==> src/sv/sed_pkg.sv <==
// Shared types, character constants and decode functions for the string escape decoder.
// No dependencies; the files that use it refer to it by scoped names.
package sed_pkg;

  localparam logic [7:0] CH_BSLASH = 8'h5C;
  localparam logic [7:0] CH_X      = 8'h78;

  // Depth of the queue between the classifier and the serialiser
  localparam int SED_Q_DEPTH = 2;

  // Decoded bytes caused by one input transaction (cnt is 1 to 3)
  typedef struct packed {
    logic [1:0]      cnt;
    logic            eol;
    logic [2:0][7:0] data;
  } sed_bundle_t;

  typedef struct packed {
    logic       hit;
    logic [7:0] code;
  } sed_letter_t;

  typedef struct packed {
    logic       ok;
    logic [3:0] nib;
  } sed_hex_t;

  function automatic sed_letter_t letter_code(input logic [7:0] c);
    sed_letter_t r;
    r.hit  = 1'b1;
    r.code = 8'h00;
    case (c)
      8'h6E: r.code = 8'h0A; // n
      8'h74: r.code = 8'h09; // t
      8'h72: r.code = 8'h0D; // r
      8'h62: r.code = 8'h08; // b
      8'h66: r.code = 8'h0C; // f
      8'h76: r.code = 8'h0B; // v
      8'h61: r.code = 8'h07; // a
      8'h5C: r.code = 8'h5C;
      8'h22: r.code = 8'h22;
      8'h27: r.code = 8'h27;
      8'h3F: r.code = 8'h3F;
      default: r.hit = 1'b0;
    endcase
    return r;
  endfunction

  function automatic logic is_oct(input logic [7:0] c);
    return (c[7:3] == 5'b00110);
  endfunction

  function automatic sed_hex_t hex_nibble(input logic [7:0] c);
    sed_hex_t r;
    r.ok  = 1'b0;
    r.nib = 4'h0;
    if (c >= 8'h30 && c <= 8'h39) begin
      r.ok  = 1'b1;
      r.nib = c[3:0];
    end else if ((c >= 8'h61 && c <= 8'h66) || (c >= 8'h41 && c <= 8'h46)) begin
      r.ok  = 1'b1;
      r.nib = c[3:0] + 4'd9;
    end
    return r;
  endfunction

endpackage

==> src/sv/sed_ifs.sv <==
// Valid/ready channel interfaces for the raw byte input and the decoded byte output.
// No dependencies.
interface sed_in_if;
  logic       valid;
  logic       ready;
  logic [7:0] in_byte;
  logic       end_of_literal;

  modport source (output valid, output in_byte, output end_of_literal, input ready);
  modport sink   (input valid, input in_byte, input end_of_literal, output ready);
endinterface

interface sed_out_if;
  logic       valid;
  logic       ready;
  logic [7:0] out_byte;
  logic       run_last;
  logic       string_done;

  modport source (output valid, output out_byte, output run_last, output string_done,
                  input ready);
  modport sink   (input valid, input out_byte, input run_last, input string_done,
                  output ready);
endinterface

==> src/sv/sed_front.sv <==
// Front end: accepts raw bytes, runs the escape state machine, emits result bundles.
// Depends on sed_pkg and sed_ifs.
module sed_front (
  input  logic                clk,
  input  logic                rst_n,
  sed_in_if.sink              in_ch,
  input  logic                q_full,
  output logic                push,
  output sed_pkg::sed_bundle_t push_data
);

  localparam logic [2:0] PH_NORMAL = 3'd0;
  localparam logic [2:0] PH_ESC    = 3'd1;
  localparam logic [2:0] PH_OCT2   = 3'd2;
  localparam logic [2:0] PH_OCT3   = 3'd3;
  localparam logic [2:0] PH_HEX1   = 3'd4;
  localparam logic [2:0] PH_HEX2   = 3'd5;

  logic [2:0] phase_r, phase_nxt;
  logic [7:0] pval_r, pval_nxt;
  logic [7:0] held_r, held_nxt;
  logic       acc;

  assign in_ch.ready = !q_full;
  assign acc         = in_ch.valid && !q_full;
  assign push        = acc && (push_data.cnt != 2'd0);

  always_comb begin
    logic [7:0]            b;
    logic                  eol;
    logic                  plain;
    logic                  oct;
    logic [1:0]            n;
    logic [2:0][7:0]       bq;
    sed_pkg::sed_letter_t  lc;
    sed_pkg::sed_hex_t     hx;
    b         = in_ch.in_byte;
    eol       = in_ch.end_of_literal;
    lc        = sed_pkg::letter_code(b);
    hx        = sed_pkg::hex_nibble(b);
    oct       = sed_pkg::is_oct(b);
    plain     = 1'b0;
    n         = 2'd0;
    bq        = '0;
    phase_nxt = PH_NORMAL;
    pval_nxt  = pval_r;
    held_nxt  = held_r;
    unique case (phase_r)
      PH_ESC: begin
        if (lc.hit) begin
          bq[n] = lc.code; n = n + 2'd1;
        end else if (oct) begin
          if (eol) begin
            bq[n] = {5'd0, b[2:0]}; n = n + 2'd1;
          end else begin
            pval_nxt  = {5'd0, b[2:0]};
            phase_nxt = PH_OCT2;
          end
        end else if (b == sed_pkg::CH_X && !eol) begin
          phase_nxt = PH_HEX1;
        end else begin
          bq[n] = sed_pkg::CH_BSLASH; n = n + 2'd1;
        end
      end
      PH_OCT2: begin
        if (oct) begin
          if (eol) begin
            bq[n] = {pval_r[4:0], b[2:0]}; n = n + 2'd1;
          end else begin
            pval_nxt  = {pval_r[4:0], b[2:0]};
            held_nxt  = b;
            phase_nxt = PH_OCT3;
          end
        end else begin
          bq[n] = pval_r; n = n + 2'd1;
          plain = 1'b1;
        end
      end
      PH_OCT3: begin
        if (oct) begin
          if (pval_r[7:5] == 3'd0) begin
            bq[n] = {pval_r[4:0], b[2:0]}; n = n + 2'd1;
          end else begin
            bq[n] = sed_pkg::CH_BSLASH; n = n + 2'd1;
            bq[n] = held_r;             n = n + 2'd1;
            bq[n] = b;                  n = n + 2'd1;
          end
        end else begin
          bq[n] = pval_r; n = n + 2'd1;
          plain = 1'b1;
        end
      end
      PH_HEX1: begin
        if (hx.ok && !eol) begin
          pval_nxt  = {4'd0, hx.nib};
          held_nxt  = b;
          phase_nxt = PH_HEX2;
        end else begin
          bq[n] = sed_pkg::CH_BSLASH; n = n + 2'd1;
          plain = 1'b1;
        end
      end
      PH_HEX2: begin
        if (hx.ok) begin
          bq[n] = {pval_r[3:0], hx.nib}; n = n + 2'd1;
        end else begin
          bq[n] = sed_pkg::CH_BSLASH; n = n + 2'd1;
          bq[n] = held_r;             n = n + 2'd1;
          plain = 1'b1;
        end
      end
      default: plain = 1'b1;
    endcase
    if (plain) begin
      if (b == sed_pkg::CH_BSLASH && !eol) begin
        phase_nxt = PH_ESC;
      end else begin
        bq[n] = b; n = n + 2'd1;
      end
    end
    if (eol) begin
      phase_nxt = PH_NORMAL;
    end
    push_data.cnt  = n;
    push_data.eol  = eol;
    push_data.data = bq;
  end

  always_ff @(posedge clk) begin
    if (!rst_n) begin
      phase_r <= PH_NORMAL;
      pval_r  <= 8'd0;
      held_r  <= 8'd0;
    end else if (acc) begin
      phase_r <= phase_nxt;
      pval_r  <= pval_nxt;
      held_r  <= held_nxt;
    end
  end

endmodule

==> src/sv/sed_queue.sv <==
// Short bundle queue between the front end and the output serialiser.
// Depends on sed_pkg.
module sed_queue (
  input  logic                 clk,
  input  logic                 rst_n,
  input  logic                 push,
  input  sed_pkg::sed_bundle_t push_data,
  input  logic                 pop,
  output logic                 full,
  output logic                 nonempty,
  output sed_pkg::sed_bundle_t head
);

  localparam int PW = (sed_pkg::SED_Q_DEPTH > 1) ? $clog2(sed_pkg::SED_Q_DEPTH) : 1;
  localparam int CW = $clog2(sed_pkg::SED_Q_DEPTH + 1);
  localparam logic [PW-1:0] LAST_PTR = PW'(sed_pkg::SED_Q_DEPTH - 1);

  sed_pkg::sed_bundle_t ent_r [sed_pkg::SED_Q_DEPTH];
  logic [PW-1:0]        wp_r, rp_r;
  logic [CW-1:0]        cnt_r;

  assign full     = (cnt_r == CW'(sed_pkg::SED_Q_DEPTH));
  assign nonempty = (cnt_r != '0);
  assign head     = ent_r[rp_r];

  always_ff @(posedge clk) begin
    if (push) begin
      ent_r[wp_r] <= push_data;
    end
  end

  always_ff @(posedge clk) begin
    if (!rst_n) begin
      wp_r  <= '0;
      rp_r  <= '0;
      cnt_r <= '0;
    end else begin
      if (push) begin
        wp_r <= (wp_r == LAST_PTR) ? '0 : wp_r + PW'(1);
      end
      if (pop) begin
        rp_r <= (rp_r == LAST_PTR) ? '0 : rp_r + PW'(1);
      end
      if (push && !pop) begin
        cnt_r <= cnt_r + CW'(1);
      end else if (pop && !push) begin
        cnt_r <= cnt_r - CW'(1);
      end
    end
  end

endmodule

==> src/sv/sed_back.sv <==
// Back end: when not stalled, moves one queued byte a cycle into a registered output.
// Depends on sed_pkg and sed_ifs.
module sed_back (
  input  logic                 clk,
  input  logic                 rst_n,
  input  logic                 nonempty,
  input  sed_pkg::sed_bundle_t head,
  output logic                 pop,
  sed_out_if.source            out_ch
);

  logic [1:0] idx_r;
  logic       ov_r;
  logic [7:0] byte_r;
  logic       rl_r, sd_r;
  logic       load, last;

  assign load = nonempty && (!ov_r || out_ch.ready);
  assign last = (idx_r == head.cnt - 2'd1);
  assign pop  = load && last;

  assign out_ch.valid       = ov_r;
  assign out_ch.out_byte    = byte_r;
  assign out_ch.run_last    = rl_r;
  assign out_ch.string_done = sd_r;

  always_ff @(posedge clk) begin
    if (!rst_n) begin
      ov_r  <= 1'b0;
      idx_r <= 2'd0;
    end else begin
      if (load) begin
        ov_r  <= 1'b1;
        idx_r <= last ? 2'd0 : idx_r + 2'd1;
      end else if (out_ch.ready) begin
        ov_r <= 1'b0;
      end
    end
  end

  always_ff @(posedge clk) begin
    if (load) begin
      byte_r <= head.data[idx_r];
      rl_r   <= last;
      sd_r   <= last && head.eol;
    end
  end

endmodule

==> src/sv/string_escape_decoder.sv <==
// Decodes the body of a C string literal, one raw byte per transaction, into decoded bytes.
// The front end takes one byte a cycle while the queue is not full; the output stage sends
// one decoded byte a cycle while the receiver is ready, so bytes that expand to two or three
// results (failed hex, out-of-range or cut-short octal escapes) hold the input back once the
// two-entry queue is full. Each result is held in the queue, then in the output register.
// Bytes that open or continue an escape produce no result until the escape completes.
// Depends on sed_pkg, sed_ifs, sed_front, sed_queue and sed_back.
module string_escape_decoder (
  input  logic        clk,
  input  logic        rst_n,
  sed_in_if.sink      in_ch,
  sed_out_if.source   out_ch
);

  logic                 push, pop, full, nonempty;
  sed_pkg::sed_bundle_t push_data, head;

  sed_front u_front (
    .clk       (clk),
    .rst_n     (rst_n),
    .in_ch     (in_ch),
    .q_full    (full),
    .push      (push),
    .push_data (push_data)
  );

  sed_queue u_queue (
    .clk       (clk),
    .rst_n     (rst_n),
    .push      (push),
    .push_data (push_data),
    .pop       (pop),
    .full      (full),
    .nonempty  (nonempty),
    .head      (head)
  );

  sed_back u_back (
    .clk      (clk),
    .rst_n    (rst_n),
    .nonempty (nonempty),
    .head     (head),
    .pop      (pop),
    .out_ch   (out_ch)
  );

endmodule

==> src/flat_wrapper.sv <==
// flat-port wrapper written by rule: the top's interface ports become plain ports
module string_escape_decoder_flat 
  (clk, rst_n, in_ch_valid, in_ch_in_byte, in_ch_end_of_literal, in_ch_ready, out_ch_valid, out_ch_out_byte, out_ch_run_last, out_ch_string_done, out_ch_ready);
  sed_in_if in_ch_i ();
  sed_out_if out_ch_i ();
  input  logic clk;
  input  logic rst_n;
  input wire logic [$bits(in_ch_i.valid)-1:0] in_ch_valid;
  input wire logic [$bits(in_ch_i.in_byte)-1:0] in_ch_in_byte;
  input wire logic [$bits(in_ch_i.end_of_literal)-1:0] in_ch_end_of_literal;
  output wire logic [$bits(in_ch_i.ready)-1:0] in_ch_ready;
  output wire logic [$bits(out_ch_i.valid)-1:0] out_ch_valid;
  output wire logic [$bits(out_ch_i.out_byte)-1:0] out_ch_out_byte;
  output wire logic [$bits(out_ch_i.run_last)-1:0] out_ch_run_last;
  output wire logic [$bits(out_ch_i.string_done)-1:0] out_ch_string_done;
  input wire logic [$bits(out_ch_i.ready)-1:0] out_ch_ready;
  assign in_ch_i.valid = in_ch_valid;
  assign in_ch_i.in_byte = in_ch_in_byte;
  assign in_ch_i.end_of_literal = in_ch_end_of_literal;
  assign in_ch_ready = in_ch_i.ready;
  assign out_ch_valid = out_ch_i.valid;
  assign out_ch_out_byte = out_ch_i.out_byte;
  assign out_ch_run_last = out_ch_i.run_last;
  assign out_ch_string_done = out_ch_i.string_done;
  assign out_ch_i.ready = out_ch_ready;
  string_escape_decoder u_core (.clk(clk), .rst_n(rst_n), .in_ch(in_ch_i), .out_ch(out_ch_i));
endmodule
==> config.mk <==
export PLATFORM = sky130hd
export DESIGN_NAME = string_escape_decoder_flat
export DESIGN_NICKNAME = d
export VERILOG_FILES = /design/src/sv/sed_pkg.sv /design/src/sv/sed_ifs.sv /design/src/sv/sed_front.sv /design/src/sv/sed_queue.sv /design/src/sv/sed_back.sv /design/src/sv/string_escape_decoder.sv /design/src/flat_wrapper.sv
export SDC_FILE = /design/constraint.sdc
export NUM_CORES = 1
export LEC_CHECK = 0
export ABC_CLOCK_PERIOD_IN_PS = 5200
export BUFFER_PORTS_ARGS = -buffer_cell sky130_fd_sc_hd__buf_4
export CORE_ASPECT_RATIO = 1.25
export CORE_MARGIN = 2
export CORE_UTILIZATION = 40
export CTS_BUF_LIST = sky130_fd_sc_hd__clkbuf_16
export DETAILED_ROUTE_END_ITERATION = 7
export GPL_TIMING_DRIVEN = 0
export MAX_ROUTING_LAYER = met4
export PLACE_DENSITY = 0.58
export SLEW_MARGIN = 5
export SYNTH_ARGS = -nofsm -noshare
export SYNTH_HDL_FRONTEND = slang
export SYNTH_SLANG_ARGS = --single-unit
==> constraint.sdc <==
create_clock -name clk -period 5.2 [get_ports clk]
set_clock_uncertainty 0.05 [all_clocks]
set_input_delay 1.3 -clock clk [delete_from_list [all_inputs] [get_ports clk]]
set_output_delay 1.3 -clock clk [all_outputs]
set_load 0.02 [all_outputs]
======== Word level (Yosys, flattened, before mapping) ========
Memories as Yosys holds them, arrays and structs flattened. A register that Yosys moved wholly into a read port is not among the register bits.
Cells that the tools add are included.
storage, ports and cells
  input bits .............................. 13
  bits in registers ....................... 36
  memories kept ........................... 1
  bits in writable memories ............... 54
  logic and storage cells ................. 161
  output and inout port bits .............. 12
memory list
  memory                depth  width  read ports  clocked after memory_dff  wr ports  line             source
  u_core.u_queue.ent_r  2      27     1           1                         1         sed_queue.sv:18  sed_pkg::sed_bundle_t ent_r [sed_pkg::SED_Q_DEPTH];
cells by class
  multiplexer cells ....................... 74
  $add $sub $neg .......................... 8
  $lt $le $gt $ge ......................... 9
  equal/unequal tests ..................... 26
  reduce and logical (&&, ||, !) cells .... 32
operators with widths
  kind                number
  $mux 8              20
  $pmux 7 s11         1
  $eq 8x7->1 const B  9
  $mux 24             2
  $pmux 8 s5          1
  $mux 16             2
  $pmux 8 s2          2
  $bwmux 24           1
  $eq 8x6->1 const B  3
  $mux 2              12
  $mux 3              8
  $pmux 8 s3          1
  $bmux 8 s2          1
  $demux 8 s2         1
  $ge 8x7->1 const B  2
  $le 8x7->1 const B  2
  $mux 1              15
  $logic_and 1x1->1   14
  $mux 7              2
  $ne 2x2->1 const B  6
  $reduce_or 11->1    1
  $mux 5              2
  $pmux 2 s5          1
  $reduce_bool 2->1   5
  23 further kinds    35

======== Depth between registers and ports, before layout ========
  word-level depth ........................ 17
  gate-level depth with buffers ........... 16
  depth with buffers taken out ............ 14

======== By module ========
From an unflattened synthesis, not the netlist that was laid out.
unflattened totals
  cells, all modules ...................... 500
  area total of the unflattened synthesis .. 5162.5 um2
by module, submodules not included
  module     sequential area each (um2)  cells each  area each (um2)  times used
  sed_front  380.4                       333         2319.7           1
  sed_queue  1721.7                      106         2174.6           1
  sed_back   360.3                       61          668.1            1

======== Worst setup path after synthesis ========
OpenSTA, ideal clock, no wires.
  kind .................................... input to register
  from .................................... input in_ch_in_byte[1]
  to ...................................... memory u_core.u_queue.ent_r[0][0] in the netlist's numbering (enable)
  path buffers ............................ 2
  library setup time ...................... 0.407 ns
  slack ................................... -0.043 ns
  arrival time ............................ 4.787 ns
  cell stages on the path ................. 12
  cells stage by stage .................... clkbuf_1 inv_1 ha_1 nor3b_1 or3_1 buf_4 a21oi_1 nor4_2 ha_1 nor3_1 mux2_2 nor3_2
on the way
  longest elaborated chain between the ends .. 15
ends and longest elaborated chain
  element                                   line               source
  from (decl)                               flat_wrapper.sv:9  input wire logic [$bits(in_ch_i.in_byte)-1:0] in_ch_in_byte;
  $ge 8x7->1 or $le 8x7->1 (tied branches)  sed_pkg.sv:60      end else if ((c >= 8'h61 && c <= 8'h66) || (c >= 8'h41 && c <= 8'h46)) begin
  $logic_and 1x1->1                         sed_pkg.sv:60
  $logic_or 1x1->1                          sed_pkg.sv:60
  $mux 5                                    sed_pkg.sv:60
  $mux 5                                    sed_pkg.sv:57      if (c >= 8'h30 && c <= 8'h39) begin
  $logic_and 1x1->1                         sed_front.sv:94    if (hx.ok && !eol) begin
  $mux 1                                    sed_front.sv:94
  $pmux 2 s5                                sed_front.sv:48    unique case (phase_r)
  $add 2x1->2                               sed_front.sv:118   bq[n] = b; n = n + 2'd1;
  $mux 2                                    sed_front.sv:115   if (b == sed_pkg::CH_BSLASH && !eol) begin
  $mux 2 (*)                                sed_front.sv:114   if (plain) begin
  $reduce_bool 2->1 (*)                     sed_front.sv:26    assign push = acc && (push_data.cnt != 2'd0);
  $logic_and 1x1->1 (*)                     sed_front.sv:26
  $mux 1 (*)                                sed_queue.sv:27    if (push) begin
  $mux 1 (implied by the code) (*)          sed_queue.sv:28    ent_r[wp_r] <= push_data;
  to (decl)                                 sed_queue.sv:18
Every way passes the cells marked *; elsewhere a longest branch is shown, timed or not.

======== Worst setup path in the final report ========
  from .................................... input in_ch_in_byte[0]
  to ...................................... memory u_core.u_queue.ent_r[1][16] in the netlist's numbering (enable)
The elaborated chain is that of the path after synthesis.

==> results_dict.tcl <==
set metrics [dict create \
    status "complete, no violations" \
    final_cell_area_mm2 0.005871 \
    period_needed_ps 4862 \
    synth_nets 515 \
    ir_drop_v 0.0001680 \
    ys_types 79 \
    drt-pass1-iter-count 4 \
    slew_headroom 0.3882 \
    timing.fmax_ghz 0.2057 \
    synthTopCellsByArea "edfxtp_1 38%, dfxtp_1 11%, nor2_1 3.6%" \
    reg2reg_depth 13 \
    hpwl_mm 10.75 \
    hold_end "u_core.u_front.held_r[7]$_SDFFE_PN0P_" \
    synth_area_per_cell_um2 10.42 \
    cts_max_level 3 \
    fin_tns_setup_ps 0 \
    path_clk_slew_ps 70 \
    yosys-top-cells-count "64 x edfxtp_1, 49 x nor2_1, 29 x a21oi_1, 27 x dfxtp_1, 25 x inv_1" \
    min_path_type "flop to flop" \
    cts_buffers 9 \
    tritoncts "yes" \
    crit_type "input pin to flop" \
    grt_pass1_vias 3908 \
    die_h_um 130.5 \
    endpoint_kind "flop" \
    min_period_over_period 0.9350 \
    finalNetCount 552 \
    ios 25 \
    grt_overflow_total 0 \
    r2r_end "u_core.u_queue.cnt_r[1]$_SDFFE_PN0P_" \
    hold_viol 0 \
    pre_cts_ws_ps -966.3 \
    ys_seq_area_frac 0.4811 \
    synth_top_area_cell "edfxtp_1" \
    start_util 0.4061 \
    ys.flop_type "edfxtp_1" \
    via_count 3979 \
    antenna_found_initial 0 \
    synth_edf_count 64 \
    vias_per_cell 5.676 \
    cp_max_fo 16 \
    final-setup-viol-count 0 \
    synth_top_area_share 0.3755 \
    synth_top_family_by_area "simple AND/OR/NAND/NOR gates" \
    synth-seq-cells 91 \
    syn_area_mm2 0.005119 \
    power_density_mw_per_mm2 372.6 \
    crit_arrival_ps 4860 \
    drt_iter0_drc 226 \
    cts_root_buffer "clkbuf_16" \
    n_antenna_cell 0 \
    worst_slack_ps 337.8 \
    synth_fa_ha_area_frac 0.02689 \
    synth.most_common_cell "edfxtp_1" \
    worstSetupStartpointType "input pin" \
    ff2ff_setup_slack_ps 1150 \
    syn_inst 491 \
    hold_path.startpoint "u_core.u_front.held_r[7]$_SDFFE_PN0P_" \
    core_area_mm2 0.01260 \
    portBuffers 24 \
    fp-row-count 46 \
    drv_slew 0 \
    grt_pass1_wl_mm 21.58 \
    synth_compound_area_frac 0.1679 \
    placed_cell_area_mm2 0.005552 \
    synth.mux.area_fraction 0.07920 \
    gp_congestion 0.9551 \
    synth-xor-area-share 0.01369 \
    grt_start_max_net_pins 20 \
    ant_nets 0 \
    drv_cap 0 \
    die_w_um 105.2 \
    worstHoldPathCells 2 \
    async_reset_ff_frac 0 \
    worstPathRequired_ps 5200 \
    die_area_mm2 0.01372 \
    yosys_warnings 0 \
    yosys.area_share.simple 0.1882 \
    routedWlPerCell_um 19.90 \
    syn_to_final_growth_pct 14.69 \
    p_leak_nw 2.048 \
    drt-total-wl_mm 13.95 \
    rsz0062_at_grt "false" \
    clk-insertion-delay-late_ps 340 \
    grtUsageTotal 0.2152 \
    cts.sinks 91 \
    drt_drc_violations_left 0 \
    clockBufferDepth 2 \
    finalPower_mw 2.187 \
    drive_above_1_share 0.1632 \
    tightestPinTransition_ps 915.7 \
    r2r_start "u_core.u_front.phase_r[2]$_SDFFE_PN0P_" \
]
## how the worst max path moves through the flow
stage	startpoint	to	cells after the start
2_1_floorplan	in_ch_in_byte[1]	u_core.u_queue.ent_r[0][0]$_DFFE_PP_	12
3_3_place_gp	in_ch_in_byte[1]	u_core.u_queue.ent_r[1][24]$_DFFE_PP_	12
3_5_place_dp	in_ch_in_byte[1]	u_core.u_queue.cnt_r[1]$_SDFFE_PN0P_	15
4_1_cts	in_ch_in_byte[0]	u_core.u_queue.cnt_r[1]$_SDFFE_PN0P_	14
5_1_grt	in_ch_in_byte[0]	u_core.u_queue.ent_r[1][21]$_DFFE_PP_	12
6_report	in_ch_in_byte[0]	u_core.u_queue.ent_r[1][16]$_DFFE_PP_	12
## through the flow
step           hold WS, ps  utilization  instances
4_1_cts              398.9       0.4648        700
3_5_place_dp         388.6       0.4404        685
3_3_place_gp         374.2       0.4371        683
5_1_grt              413.4       0.4658        701
2_1_floorplan        359.9            -        491
6_report             396.9       0.4658        701
## state kept, by name, summed over array words and instances, names as in the netlist, named ones only
register,cells
u_core.u_queue.ent_r,54
u_core.u_back.out_ch.valid,1
u_core.u_front.phase_r,3
u_core.u_back.out_ch.out_byte,8
u_core.u_front.held_r,8
u_core.u_back.out_ch.run_last,1
u_core.u_queue.rp_r,1
u_core.u_back.idx_r,2
u_core.u_queue.cnt_r,2
u_core.u_back.out_ch.string_done,1
u_core.u_front.pval_r,8
u_core.u_queue.wp_r,1
## worst max-delay path, cell delays in order
cell and delay [ps]:
buf_4 150, inv_1 290, ha_1 220, nor3b_1 360, nor3_1 200, o31ai_4 530
nand2_2 140, ha_1 340, nor3_1 80, mux2_2 340, nor3_4 650, buf_8 240
## layout by cell type (no fill, tap or decap), drive strengths merged, types with 6 or more instances in the layout
cell type,synthesis,routed
nand3b,6,6
dfxtp,27,27
a21oi,32,32
o22ai,9,9
nand3,17,17
ha,11,11
nor4,6,6
nor3,18,18
or3,6,6
nand2b,13,13
a22o,6,6
edfxtp,64,64
o21ai,22,22
mux4,8,8
mux2i,18,18
buf,13,40
nor2,50,50
inv,25,28
o31ai,6,6
clkbuf,14,22
nand2,25,25
## power breakdown
part	total [mW]	leakage [nW]	internal, mW	switching (mW)
logic	0.586	1.07	0.244	0.341
registers	0.960	0.824	0.923	0.0372
clock network	0.641	0.153	0.368	0.273
## layer usage
layer	routed length [µm]	vias up	part of all wire	GRT usage
li1	-	1935	-	-
met1	5713	1900	0.41	0.2362
met2	7077	107	0.51	0.3791
met3	449	37	0.032	0.02480
met4	709	0	0.051	0.1255
met5	0	-	0	-
## cells by family (layout without fill, tap and decap cells)
| family | count (synthesis) | in the layout |
|---|---|---|
| buffers and inverters | 52 | 94 |
| flip-flops | 91 | 91 |
| XOR/XNOR | 8 | 8 |
| AND/OR/NAND/NOR | 179 | 179 |
| adder cells (fa/ha/maj) | 11 | 11 |
| AO/OA/AOI/OAI | 120 | 120 |
| multiplexers | 30 | 30 |
## layout make-up
cell class,count,area (µm²)
timing repair buffer,27,217.7
clock buffer,9,225.2
buffer,26,122.6
clock inverter,7,63.81
multi-input combinational,348,2475
inverter,25,93.84
tap,168,210.2
sequential,91,2462
fill,1175,6734
## repair_timing
| action | 4_1_cts | 5_1_grt |
|---|---|---|
| pin swaps | 1 | 1 |
| setup endpoints to repair | 62 | 13 |
| buffers inserted | 0 | 1 |
| hold endpoints to repair | 0 | 0 |
| hold buffers | 0 | 0 |
| gates resized for setup | 4 | 1 |
Note: power is estimated with default switching activity, not from simulation.
